==> src/cppl_pkg.sv <==
package cppl_pkg;

   localparam int COORD_W    = 24;
   localparam int DIFF_W     = 25;
   localparam int MUL_W      = 26;
   localparam int PROD_W     = 52;
   localparam int LEN_W      = 50;
   localparam int DOT_W      = 51;
   localparam int T_W        = 25;
   localparam int TFRAC      = 24;
   localparam int SEG_W      = 25;
   localparam int RUN_W      = 40;
   localparam int D2_W       = 50;
   localparam int LATSQ_W    = 49;
   localparam int LAT_W      = 24;
   localparam int LATR_W     = 26;
   localparam int SQ_IN_W    = 62;
   localparam int SQ_ROOT_W  = 31;
   localparam int SQ_REM_W   = 33;
   localparam int SQ_STEPS   = 31;
   localparam int DV_REM_W   = 50;
   localparam int DV_SH_W    = 45;
   localparam int DV_Q_W     = 25;
   localparam int DV_CNT_W   = 6;
   localparam int T_STEPS    = 24;
   localparam int N_STEPS    = 45;
   localparam int ALONG_W    = 30;
   localparam int NORM_W     = 16;
   localparam int VTX_W      = 72;
   localparam int IDX_W      = 6;
   localparam int COUNT_W    = 7;
   localparam int REQ_DATA_W = 80;
   localparam int RSP_DATA_W = 160;

   localparam logic signed [NORM_W-1:0] NORM_ONE = 16'sd16384;
   localparam logic signed [PROD_W-1:0] HALF_T   = 52'sd8388608;

   // datapath operations
   localparam logic [4:0] OP_NOP       = 5'd0;
   localparam logic [4:0] OP_WRITE     = 5'd1;
   localparam logic [4:0] OP_START     = 5'd2;
   localparam logic [4:0] OP_LATCH_A   = 5'd3;
   localparam logic [4:0] OP_LATCH_B   = 5'd4;
   localparam logic [4:0] OP_SAVE_LEN  = 5'd5;
   localparam logic [4:0] OP_SAVE_DOT  = 5'd6;
   localparam logic [4:0] OP_SAVE_SEG  = 5'd7;
   localparam logic [4:0] OP_T_DIV     = 5'd8;
   localparam logic [4:0] OP_SAVE_QX   = 5'd9;
   localparam logic [4:0] OP_SAVE_QY   = 5'd10;
   localparam logic [4:0] OP_SAVE_QZ   = 5'd11;
   localparam logic [4:0] OP_SAVE_CAND = 5'd12;
   localparam logic [4:0] OP_UPDATE    = 5'd13;
   localparam logic [4:0] OP_FIN_D     = 5'd14;
   localparam logic [4:0] OP_LAT_START = 5'd15;
   localparam logic [4:0] OP_LAT_SAVE  = 5'd16;
   localparam logic [4:0] OP_L12_SAVE  = 5'd17;
   localparam logic [4:0] OP_NX_SAVE   = 5'd18;
   localparam logic [4:0] OP_NZ_SAVE   = 5'd19;
   localparam logic [4:0] OP_OUT_LOAD  = 5'd20;

   // multiplier operand selects
   localparam logic [3:0] M_NONE = 4'd0;
   localparam logic [3:0] M_EX2  = 4'd1;
   localparam logic [3:0] M_EY2  = 4'd2;
   localparam logic [3:0] M_EZ2  = 4'd3;
   localparam logic [3:0] M_DOTX = 4'd4;
   localparam logic [3:0] M_DOTY = 4'd5;
   localparam logic [3:0] M_DOTZ = 4'd6;
   localparam logic [3:0] M_EXT  = 4'd7;
   localparam logic [3:0] M_EYT  = 4'd8;
   localparam logic [3:0] M_EZT  = 4'd9;
   localparam logic [3:0] M_TSL  = 4'd10;
   localparam logic [3:0] M_RX2  = 4'd11;
   localparam logic [3:0] M_RY2  = 4'd12;
   localparam logic [3:0] M_RZ2  = 4'd13;
   localparam logic [3:0] M_DX2  = 4'd14;
   localparam logic [3:0] M_DZ2  = 4'd15;

   // accumulator modes
   localparam logic [1:0] ACC_HOLD = 2'd0;
   localparam logic [1:0] ACC_LOAD = 2'd1;
   localparam logic [1:0] ACC_ADD  = 2'd2;

   typedef struct packed {
      logic [4:0] op;
      logic [3:0] msel;
      logic [1:0] acc;
   } cppl_cmd_type;

   typedef struct packed {
      logic len_zero;
      logic t_div;
      logic lat_zero;
      logic sq_busy;
      logic dv_busy;
   } cppl_status_type;

endpackage

==> src/cppl_ctrl.sv <==
module cppl_ctrl #(
   parameter int MAX_VERTICES = 64
) (
   input  logic                                clock,
   input  logic                                reset,
   input  logic                                req_tvalid,
   output logic                                req_tready,
   input  logic                                req_mode,
   output logic                                rsp_tvalid,
   input  logic                                rsp_tready,
   input  logic                                csr_wr_en,
   input  logic [cppl_pkg::COUNT_W-1:0]        csr_wr_data,
   input  cppl_pkg::cppl_status_type           status,
   output cppl_pkg::cppl_cmd_type              cmd,
   output logic [$clog2(MAX_VERTICES)-1:0]     rd_addr
);
   import cppl_pkg::*;

   localparam int AW = $clog2(MAX_VERTICES);
   localparam int CW = $clog2(MAX_VERTICES + 1);

   localparam logic [5:0] S_IDLE = 6'd0;
   localparam logic [5:0] S_RDA  = 6'd1;
   localparam logic [5:0] S_RDB  = 6'd2;
   localparam logic [5:0] S_LATB = 6'd3;
   localparam logic [5:0] S_M1   = 6'd4;
   localparam logic [5:0] S_M2   = 6'd5;
   localparam logic [5:0] S_M3   = 6'd6;
   localparam logic [5:0] S_M4   = 6'd7;
   localparam logic [5:0] S_M5   = 6'd8;
   localparam logic [5:0] S_M6   = 6'd9;
   localparam logic [5:0] S_M7   = 6'd10;
   localparam logic [5:0] S_SDOT = 6'd11;
   localparam logic [5:0] S_WSQ  = 6'd12;
   localparam logic [5:0] S_WDIV = 6'd13;
   localparam logic [5:0] S_MQX  = 6'd14;
   localparam logic [5:0] S_MQY  = 6'd15;
   localparam logic [5:0] S_MQZ  = 6'd16;
   localparam logic [5:0] S_MSL  = 6'd17;
   localparam logic [5:0] S_MR1  = 6'd18;
   localparam logic [5:0] S_MR2  = 6'd19;
   localparam logic [5:0] S_MR3  = 6'd20;
   localparam logic [5:0] S_MR4  = 6'd21;
   localparam logic [5:0] S_UPD  = 6'd22;
   localparam logic [5:0] S_NEXT = 6'd23;
   localparam logic [5:0] S_FIN  = 6'd24;
   localparam logic [5:0] S_F1   = 6'd25;
   localparam logic [5:0] S_F2   = 6'd26;
   localparam logic [5:0] S_F3   = 6'd27;
   localparam logic [5:0] S_F4   = 6'd28;
   localparam logic [5:0] S_WLAT = 6'd29;
   localparam logic [5:0] S_WL12 = 6'd30;
   localparam logic [5:0] S_WNX  = 6'd31;
   localparam logic [5:0] S_WNZ  = 6'd32;
   localparam logic [5:0] S_OUT  = 6'd33;

   logic [5:0]         state_ff, state_in;
   logic [AW-1:0]      seg_ff, seg_in;
   logic [CW-1:0]      n_ff, n_in, n_eff;
   logic [COUNT_W-1:0] count_ff;
   logic               rsp_valid_ff, rsp_valid_in;
   logic               last;

   assign n_eff = (32'(count_ff) > MAX_VERTICES) ? CW'(MAX_VERTICES) : CW'(count_ff);
   assign last  = (CW'(seg_ff) == (n_ff - CW'(1)));

   always_comb begin
      state_in     = state_ff;
      seg_in       = seg_ff;
      n_in         = n_ff;
      cmd.op       = OP_NOP;
      cmd.msel     = M_NONE;
      cmd.acc      = ACC_HOLD;
      rd_addr      = seg_ff;
      req_tready   = 1'b0;
      unique case (state_ff)
         S_IDLE: begin
            req_tready = 1'b1;
            if (req_tvalid) begin
               cmd.op = req_mode ? OP_START : OP_WRITE;
               // a loop of fewer than two vertices gives no result
               if (req_mode && (n_eff >= CW'(2))) begin
                  n_in     = n_eff;
                  seg_in   = '0;
                  state_in = S_RDA;
               end
            end
         end
         S_RDA:  state_in = S_RDB;
         S_RDB: begin
            rd_addr  = last ? '0 : seg_ff + AW'(1);
            cmd.op   = OP_LATCH_A;
            state_in = S_LATB;
         end
         S_LATB: begin cmd.op = OP_LATCH_B; state_in = S_M1; end
         S_M1: begin cmd.msel = M_EX2; state_in = S_M2; end
         S_M2: begin cmd.msel = M_EY2; cmd.acc = ACC_LOAD; state_in = S_M3; end
         S_M3: begin cmd.msel = M_EZ2; cmd.acc = ACC_ADD; state_in = S_M4; end
         S_M4: begin cmd.msel = M_DOTX; cmd.acc = ACC_ADD; state_in = S_M5; end
         S_M5: begin
            cmd.msel = M_DOTY;
            cmd.op   = OP_SAVE_LEN;
            cmd.acc  = ACC_LOAD;
            state_in = S_M6;
         end
         S_M6: begin cmd.msel = M_DOTZ; cmd.acc = ACC_ADD; state_in = S_M7; end
         S_M7: begin cmd.acc = ACC_ADD; state_in = S_SDOT; end
         S_SDOT: begin
            cmd.op = OP_SAVE_DOT;
            // drop zero-length segments
            state_in = status.len_zero ? S_NEXT : S_WSQ;
         end
         S_WSQ: begin
            if (!status.sq_busy) begin
               cmd.op   = OP_SAVE_SEG;
               state_in = status.t_div ? S_WDIV : S_MQX;
            end
         end
         S_WDIV: begin
            if (!status.dv_busy) begin
               cmd.op   = OP_T_DIV;
               state_in = S_MQX;
            end
         end
         S_MQX: begin cmd.msel = M_EXT; state_in = S_MQY; end
         S_MQY: begin cmd.msel = M_EYT; cmd.op = OP_SAVE_QX; state_in = S_MQZ; end
         S_MQZ: begin cmd.msel = M_EZT; cmd.op = OP_SAVE_QY; state_in = S_MSL; end
         S_MSL: begin cmd.msel = M_TSL; cmd.op = OP_SAVE_QZ; state_in = S_MR1; end
         S_MR1: begin cmd.msel = M_RX2; cmd.op = OP_SAVE_CAND; state_in = S_MR2; end
         S_MR2: begin cmd.msel = M_RY2; cmd.acc = ACC_LOAD; state_in = S_MR3; end
         S_MR3: begin cmd.msel = M_RZ2; cmd.acc = ACC_ADD; state_in = S_MR4; end
         S_MR4: begin cmd.acc = ACC_ADD; state_in = S_UPD; end
         S_UPD: begin cmd.op = OP_UPDATE; state_in = S_NEXT; end
         S_NEXT: begin
            if (last) begin
               state_in = S_FIN;
            end else begin
               seg_in   = seg_ff + AW'(1);
               state_in = S_RDA;
            end
         end
         S_FIN: begin cmd.op = OP_FIN_D; state_in = S_F1; end
         S_F1: begin cmd.msel = M_DX2; state_in = S_F2; end
         S_F2: begin cmd.msel = M_DZ2; cmd.acc = ACC_LOAD; state_in = S_F3; end
         S_F3: begin cmd.acc = ACC_ADD; state_in = S_F4; end
         S_F4: begin cmd.op = OP_LAT_START; state_in = S_WLAT; end
         S_WLAT: begin
            if (!status.sq_busy) begin
               cmd.op   = OP_LAT_SAVE;
               state_in = S_WL12;
            end
         end
         S_WL12: begin
            if (!status.sq_busy) begin
               cmd.op   = OP_L12_SAVE;
               state_in = status.lat_zero ? S_OUT : S_WNX;
            end
         end
         S_WNX: begin
            if (!status.dv_busy) begin
               cmd.op   = OP_NX_SAVE;
               state_in = S_WNZ;
            end
         end
         S_WNZ: begin
            if (!status.dv_busy) begin
               cmd.op   = OP_NZ_SAVE;
               state_in = S_OUT;
            end
         end
         S_OUT: begin
            // hold until the output register is free
            if (!rsp_valid_ff || rsp_tready) begin
               cmd.op   = OP_OUT_LOAD;
               state_in = S_IDLE;
            end
         end
         default: state_in = S_IDLE;
      endcase
   end

   always_comb begin
      if (cmd.op == OP_OUT_LOAD) begin
         rsp_valid_in = 1'b1;
      end else if (rsp_tready) begin
         rsp_valid_in = 1'b0;
      end else begin
         rsp_valid_in = rsp_valid_ff;
      end
   end

   always_ff @(posedge clock) begin
      if (reset) begin
         state_ff     <= S_IDLE;
         seg_ff       <= '0;
         n_ff         <= '0;
         count_ff     <= '0;
         rsp_valid_ff <= 1'b0;
      end else begin
         state_ff     <= state_in;
         seg_ff       <= seg_in;
         n_ff         <= n_in;
         rsp_valid_ff <= rsp_valid_in;
         if (csr_wr_en) begin
            count_ff <= csr_wr_data;
         end
      end
   end

   assign rsp_tvalid = rsp_valid_ff;

endmodule

==> config.mk <==
export PLATFORM = sky130hd
export DESIGN_NAME = cppl_ctrl
export DESIGN_NICKNAME = d
export VERILOG_FILES = /design/src/cppl_pkg.sv /design/src/cppl_ctrl.sv
export SDC_FILE = /design/constraint.sdc
export NUM_CORES = 1
export LEC_CHECK = 0
export ABC_CLOCK_PERIOD_IN_PS = 4200
export BUFFER_PORTS_ARGS = -buffer_cell sky130_fd_sc_hd__buf_2
export CORE_UTILIZATION = 50
export CTS_CLUSTER_DIAMETER = 200
export DETAILED_ROUTE_END_ITERATION = 8
export GPL_TIMING_DRIVEN = 0
export PLACE_DENSITY = 0.72
export SYNTH_ARGS = -nofsm -noshare
export SYNTH_HDL_FRONTEND = slang
export SYNTH_SLANG_ARGS = --single-unit
==> constraint.sdc <==
create_clock -name clock -period 4.2 [get_ports clock]
set_clock_uncertainty 0.1 [all_clocks]
set_input_delay 0.63 -clock clock [delete_from_list [all_inputs] [get_ports clock]]
set_output_delay 0.63 -clock clock [all_outputs]
set_load 0.02 [all_outputs]
==> out/summary.txt, run 1 <==
Leakage - 1.05 nW
CTS max path bufs - 2
Top_reg_cell synth - dfxtp_1
Cell taking the most area after synthesis - dfxtp_1
Area of the mapped netlist - 2380 um2
Post-route insts no fill - 424
Worst vdd ir - 0.265 mV
Starting Density - 0.532
WL/cell - 16.2 um
# IOs - 37
Largest family of logic cells by synthesized area - simple AND/OR/NAND/NOR gates
Hold path depth - 2
Rows - 24
R2R Setup Slk - 1.77 ns
Hold Vio Cnt, Final - 0
Mux contribution to synthesized area - 0.0426
Post-synthesis sequential area ratio - 0.227
Cells along the critical path - inv_1 -> ha_1 -> clkbuf_2 -> o21ba_1 -> a22oi_1 -> o2111ai_1 -> a31o_2 -> and2b_1 -> mux2_2 -> buf_2
PwrDens - 489 nW/um2
Most common cell after layout, fill and taps aside - nor2_1
Mapped Cells - 333
Max cap viols - 0
Worst hold path class - register to register
Worst slew margin - 0.651
Compound-Gate Fraction of Synth Area - 0.287
Post-route ant nets - 0
R2R depth - 9
Hpwl dp - 5240 um
PostCTS Resize Cnt - 0
Worst slew pin tran - 0.519 ns
Clk sinks - 27
Crit end category - output port
DRC - 3
CP Max Fanout - 7
Hold path startpoint - count_ff[0]
Top cell type's share of synthesized area - 0.227
Hold endpoint - n_ff[0]
Largest stage delay, worst path - 0.47 ns
Synth async-reset ratio - 0
Syn nets - 353
Routed WL - 6870 um
Avg Cell Area, Syn - 7.15 um2
Post-synth EDFFs - 0
Synth-to-Final Area Change - 12.2%
Failing checks - DRC
Post-synthesis simple-gate area fraction - 0.333
CP max-delay cell - dfxtp_1
Status - complete, but fails checks
Die area - 5040 um2
Slew Limit Fails - 0
Total global routing overflow - 0
Post-CTS Setup Inserts - 0
CTS tree - yes
Pre-Repair DR Iteration Count - 7
Fin crit share - 0.808
# setup viols final - 0
Final setup TNS - 0 ns
YS warnings - 0
Kind of start point of the critical path - register
Most frequent cells in the layout - nor2_1, buf_2, dfxtp_1, nand2_1
Filler cells - 441
Num CTS Buffers - 3
First-pass GRT wire length - 11600 um
Layout cell share with drive strength beyond 1 - 0.191
Cells after DPL - 420
CTS H-tree lvls - 1
Vias in the first global route - 2509
Area of the multi-input gates - 1680 um2
Reg clk slew, reported paths - 0.10 ns
Worst r2r src - n_ff[0]
I/O Buffers - 35
Global Route Usage Sum - 0.285
FF/Latch Area - 541 um2
Die Span Y - 71.0 um
RSZ-0062 raised after global routing - false
Nets - 393
GPL Wtd Cong - 0.971
Largest net degree at the start of global routing - 18
Clock tree root buffer cell - clkbuf_8
Worst skew pair latency - 0.28 ns
Xor and xnor area share after synthesis - 0.0331
N_diodes - 0
Hold WS - 0.414 ns
Synth unique cells - 72
CTS Hold Bufs - 0
DRT iter0 DRCs - 226
Post-route minimum period - 3.39 ns
#FFs+latches synth - 27
Core Area - 4470 um2
Critical path data required time - 3.47 ns
Average vias per placed instance - 6.33
Leading post-synthesis cells by cell area - dfxtp_1, nor2_1, nand2_1
Die Width - 71.0 um
Post-Synth Adder-Cell Area - 0.0105
Worst R2R End - state_ff[4]
Vias - 2683
WS Path Type - register to output port
Antenna violations before repair - 0
Highest clock rate - 295 MHz
Arr. time, crit path - 2.66 ns
## worst max path at each step
stage               slack, ns  startpoint         end  cells past startpoint
floorplan                1.42     n_ff[0]  rd_addr[1]                     10
global placement         1.18     n_ff[0]  rd_addr[0]                     10
detailed placement       1.13     n_ff[0]  rd_addr[0]                     10
CTS                      0.80     n_ff[0]  rd_addr[0]                     10
global route             0.63     n_ff[0]  rd_addr[0]                     10
finish                   0.81     n_ff[0]  rd_addr[0]                     10
## Yosys cell counts, types with 4 or more instances
cell type,instances
nor2_1,55
dfxtp_1,27
nand2_1,26
a21oi_1,17
o21ai_0,17
nor3_1,14
nand3_1,13
inv_1,12
buf_2,11
mux2i_1,9
a22oi_1,7
nand2b_1,7
nor2b_1,7
clkbuf_1,6
or3_1,6
xnor2_1,6
a31oi_1,5
a221oi_1,4
nand4_1,4
o2bb2ai_1,4
## routing by layer
metal  vias to the layer above  global-route usage  routed length (um)
met3                        12              0.0598                 524
met4                         0              0.0889                  74
met2                       120               0.423                2930
met1                      1251               0.412                3340
li1                       1300                   -                   -
met5                         -                   0                   0
## where the power goes
group          switching, W  internal [W]  leakage (nW)
logic              0.000533      0.000303         0.803
registers         0.0000291      0.000280         0.220
clock network     0.0000910     0.0000699        0.0261
total              0.000653      0.000653          1.05
## metrics by stage
| step | power, W | utilization | instance area, um2 | worst slack, ns |
|---|---|---|---|---|
| 6_report | 0.00131 | 0.597 | 2670 | 0.807 |
| 5_1_grt | 0.00139 | 0.597 | 2670 | 0.630 |
| 4_1_cts | 0.00129 | 0.597 | 2670 | 0.800 |
| 3_5_place_dp | 0.00113 | 0.586 | 2620 | 1.13 |
| 3_3_place_gp | 0.00113 | 0.586 | 2620 | 1.18 |
| 2_1_floorplan | 0.000924 | - | 2380 | 1.42 |
## state kept, by name, summed over array words and instances (netlist names)
name	flops
rsp_tvalid	1
count_ff	7
state_ff	6
n_ff	7
seg_ff	6
## cell families (layout without fill, tap and decap cells)
| family | after synthesis | after routing |
|---|---|---|
| simple gates | 155 | 155 |
| compound gates | 95 | 95 |
| buf+inv | 35 | 74 |
| flops | 27 | 27 |
| mux | 10 | 10 |
| xor+xnor | 9 | 9 |
| fa+ha+maj | 2 | 2 |
## critical path, delay by kind of cell, from the launching register on
kind / cells / cell delay, ns
muxes: 1 / 0.28
DFF: 1 / 0.47
adders and majority gates: 1 / 0.19
and+or+nand+nor: 1 / 0.23
buffers and inverters: 3 / 0.39
AOI/OAI and AO/OA: 4 / 0.80
## layout make-up
type / count / area share
Buffer: 23 / 0.0422
Tap cell: 52 / 0.0244
Inverter: 12 / 0.0169
Timing Repair Buffer: 35 / 0.0656
Clock buffer: 3 / 0.0155
Clock inverter: 1 / 0.00328
Multi-Input combinational cell: 271 / 0.630
Sequential cell: 27 / 0.202
(Power assumes the default switching activity.)
==> run 2, diff against run 1 <==
ABC_AREA = 1   (was unset)
ABC_CLOCK_PERIOD_IN_PS = 3400   (was 4200)
clock period = 3.4 ns   (was 4.2 ns; I/O delays follow)
==> run 2 against run 1 <==
The flow now finishes without violations. Register-to-register slack lost 0.45 ns. Wire length shrank 6.5%. Combinational power grew 51%. Synthesized cell count grew 21%. Largest cell class unchanged. Largest power group unchanged.
==> out/summary.txt, run 2 <==
Largest net degree at the start of global routing - 17
Reg clk slew, reported paths - 0.10 ns
Most Frequent Cell on Critical Path - buf_2
Post-synth EDFFs - 0
# IOs - 37
Leakage - 1.43 nW
Leading post-synthesis cells by cell area - dfxtp_1, nand2_1, nor2_1
CP Max Fanout - 10
Top_reg_cell synth - dfxtp_1
Top flop regs - count_ff (7), n_ff (7)
YS warnings - 0
DRT iter0 DRCs - 249
Cell taking the most area after synthesis - dfxtp_1
Vias in the first global route - 2342
Die Width - 69.3 um
R2R Setup Slk - 1.32 ns
Most frequent cells in the layout - nand2_1, nor2_1, inv_1, buf_2, nand3_1
PwrDens - 743 nW/um2
Post-route cell area - 2560 um2
Clk sinks - 27
Combinational share of power - 0.663
Crit end category - output port
CTS Hold Bufs - 0
Critical path data required time - 2.79 ns
Kind of start point of the critical path - register
Core Area - 4350 um2
N_diodes - 0
GPL Wtd Cong - 1.00
Sw frac - 0.541
Worst r2r src - state_ff[4]
Reg power frac - 0.234
CTS tree - yes
Synth async-reset ratio - 0
Post-route minimum period - 2.80 ns
Hold path startpoint - csr_wr_data[1]
Rows - 24
Clock tree root buffer cell - clkbuf_8
Mapped Cells - 403
Compound-Gate Fraction of Synth Area - 0.0934
Filler cells - 453
Xor and xnor area share after synthesis - 0.0232
Crit-path leading delay family - buffers and inverters
#FFs+latches synth - 27
Highest clock rate - 358 MHz
Most common cell after layout, fill and taps aside - nand2_1
R2R depth - 9
Post-CTS Setup Inserts - 0
Die Span Y - 69.3 um
CTS H-tree lvls - 1
Vias - 2716
Hold WS - 0.343 ns
Hold endpoint - count_ff[1]
Die area - 4800 um2
Synth unique cells - 30
Post-Synth Adder-Cell Area - 0.0110
Most common cell in the synthesized netlist - nand2_1
Arr. time, crit path - 2.19 ns
DRC - 0
CP max-delay cell - dfxtp_1
Hold Vio Cnt, Final - 0
Largest family of logic cells by synthesized area - simple AND/OR/NAND/NOR gates
Routed WL - 6420 um
Top cell type's share of synthesized area - 0.239
Pre-Repair DR Iteration Count - 5
Post-synthesis sequential area ratio - 0.239
PostCTS Resize Cnt - 0
Cell depth of the worst setup path - 8
Post-synthesis simple-gate area fraction - 0.523
# setup viols final - 0
Worst slew pin tran - 0.550 ns
Hpwl dp - 5090 um
Total global routing overflow - 0
Area of the mapped netlist - 2260 um2
Hold path depth - 3
Worst skew pair latency - 0.28 ns
CTS max path bufs - 2
Worst vdd ir - 0.378 mV
Max cap viols - 0
Num CTS Buffers - 3
DP Area - 2510 um2
Mux contribution to synthesized area - 0
Cells along the critical path - buf_2 -> nor2_4 -> buf_2 -> nand2_1 -> clkinv_1 -> nand2_1 -> o21ai_0 -> buf_2
Average vias per placed instance - 5.49
WL/cell - 13.0 um
Worst R2R End - state_ff[4]
Status - finished, final reports clean
Fin crit share - 0.823
Global Route Usage Sum - 0.270
Largest stage delay, worst path - 0.31 ns
Worst slew margin - 0.634
Clock network fraction of total power - 0.103
Internal Power - 0.000872 W
Slew Limit Fails - 0
WP buf/inv - 4
RSZ-0062 raised after global routing - false
WS Path Type - register to output port
Switching Power - 0.00103 W
Nets - 464
Synth-to-Final Area Change - 13.0%
First-pass GRT wire length - 10800 um
Layout cell share with drive strength beyond 1 - 0.140
Leading cell types by count after synthesis - nand2_1, nor2_1, inv_1
Avg Cell Area, Syn - 5.62 um2
I/O Buffers - 36
Starting Density - 0.520
Worst hold path class - input pin to register
Post-route ant nets - 0
Final setup TNS - 0 ns
Antenna violations before repair - 0
Syn nets - 423
[run 2: kinds of logic (layout without fill, tap and decap cells)]
| family | after synthesis | after routing |
|---|---|---|
| AO/OA/AOI/OAI | 37 | 37 |
| XOR/XNOR | 6 | 6 |
| adder cells (fa/ha/maj) | 2 | 2 |
| buffers and inverters | 63 | 103 |
| flip-flops | 27 | 27 |
| AND/OR/NAND/NOR | 268 | 268 |
[run 2: layout make-up]
type | instances | area, um2 | area share
Inverter | 57 | 214 | 0.0836
Tap cell | 52 | 65.1 | 0.0254
Buffer | 6 | 36.3 | 0.0142
Sequential cell | 27 | 541 | 0.211
Timing Repair Buffer | 36 | 180 | 0.0704
Multi-Input combinational cell | 313 | 1470 | 0.576
Clock inverter | 1 | 7.51 | 0.00293
Clock buffer | 3 | 41.3 | 0.0161
[run 2: how the worst max path moves through the flow]
stage,from,end,slack [ns]
5_1_grt,n_ff[0],rd_addr[0],0.45
3_5_place_dp,state_ff[5],rd_addr[0],0.97
3_3_place_gp,state_ff[5],rd_addr[0],0.96
6_report,state_ff[5],rd_addr[0],0.60
4_1_cts,state_ff[5],rd_addr[0],0.65
2_1_floorplan,n_ff[0],rd_addr[0],1.13
[run 2: per-stage QoR]
step	setup slack, ns	total power, W	cells	utilization
floorplan	1.13	0.00137	403	-
global placement	0.963	0.00168	491	0.576
detailed placement	0.968	0.00169	491	0.576
CTS	0.654	0.00189	495	0.588
global route	0.446	0.00207	495	0.588
finish	0.603	0.00190	495	0.588
[run 2: worst reg2reg max path, delay by kind of cell (launching register included)]
family                 cells  cell delay, ns
AND/OR/NAND/NOR            7            1.18
buffers and inverters      2            0.36
flip-flops                 1            0.35
[run 2: layer usage]
layer / global-route usage / routed length (um) / vias up / share of wire
met5: 0 / 0 / - / 0
met4: 0.0567 / 87 / 0 / 0.014
met1: 0.400 / 3080 / 1201 / 0.48
met2: 0.421 / 2740 / 124 / 0.43
met3: 0.0305 / 516 / 12 / 0.080
li1: - / - / 1379 / -
[run 2: power groups by stage]
stage	Clock, W	Combinational (W)	Sequential, W
after detailed placement	0	0.00124	0.000452
after global placement	0	0.00123	0.000450
after floorplan	0	0.000932	0.000435
final	0.000197	0.00126	0.000445
after global routing	0.000212	0.00140	0.000454
after CTS	0.000199	0.00124	0.000445
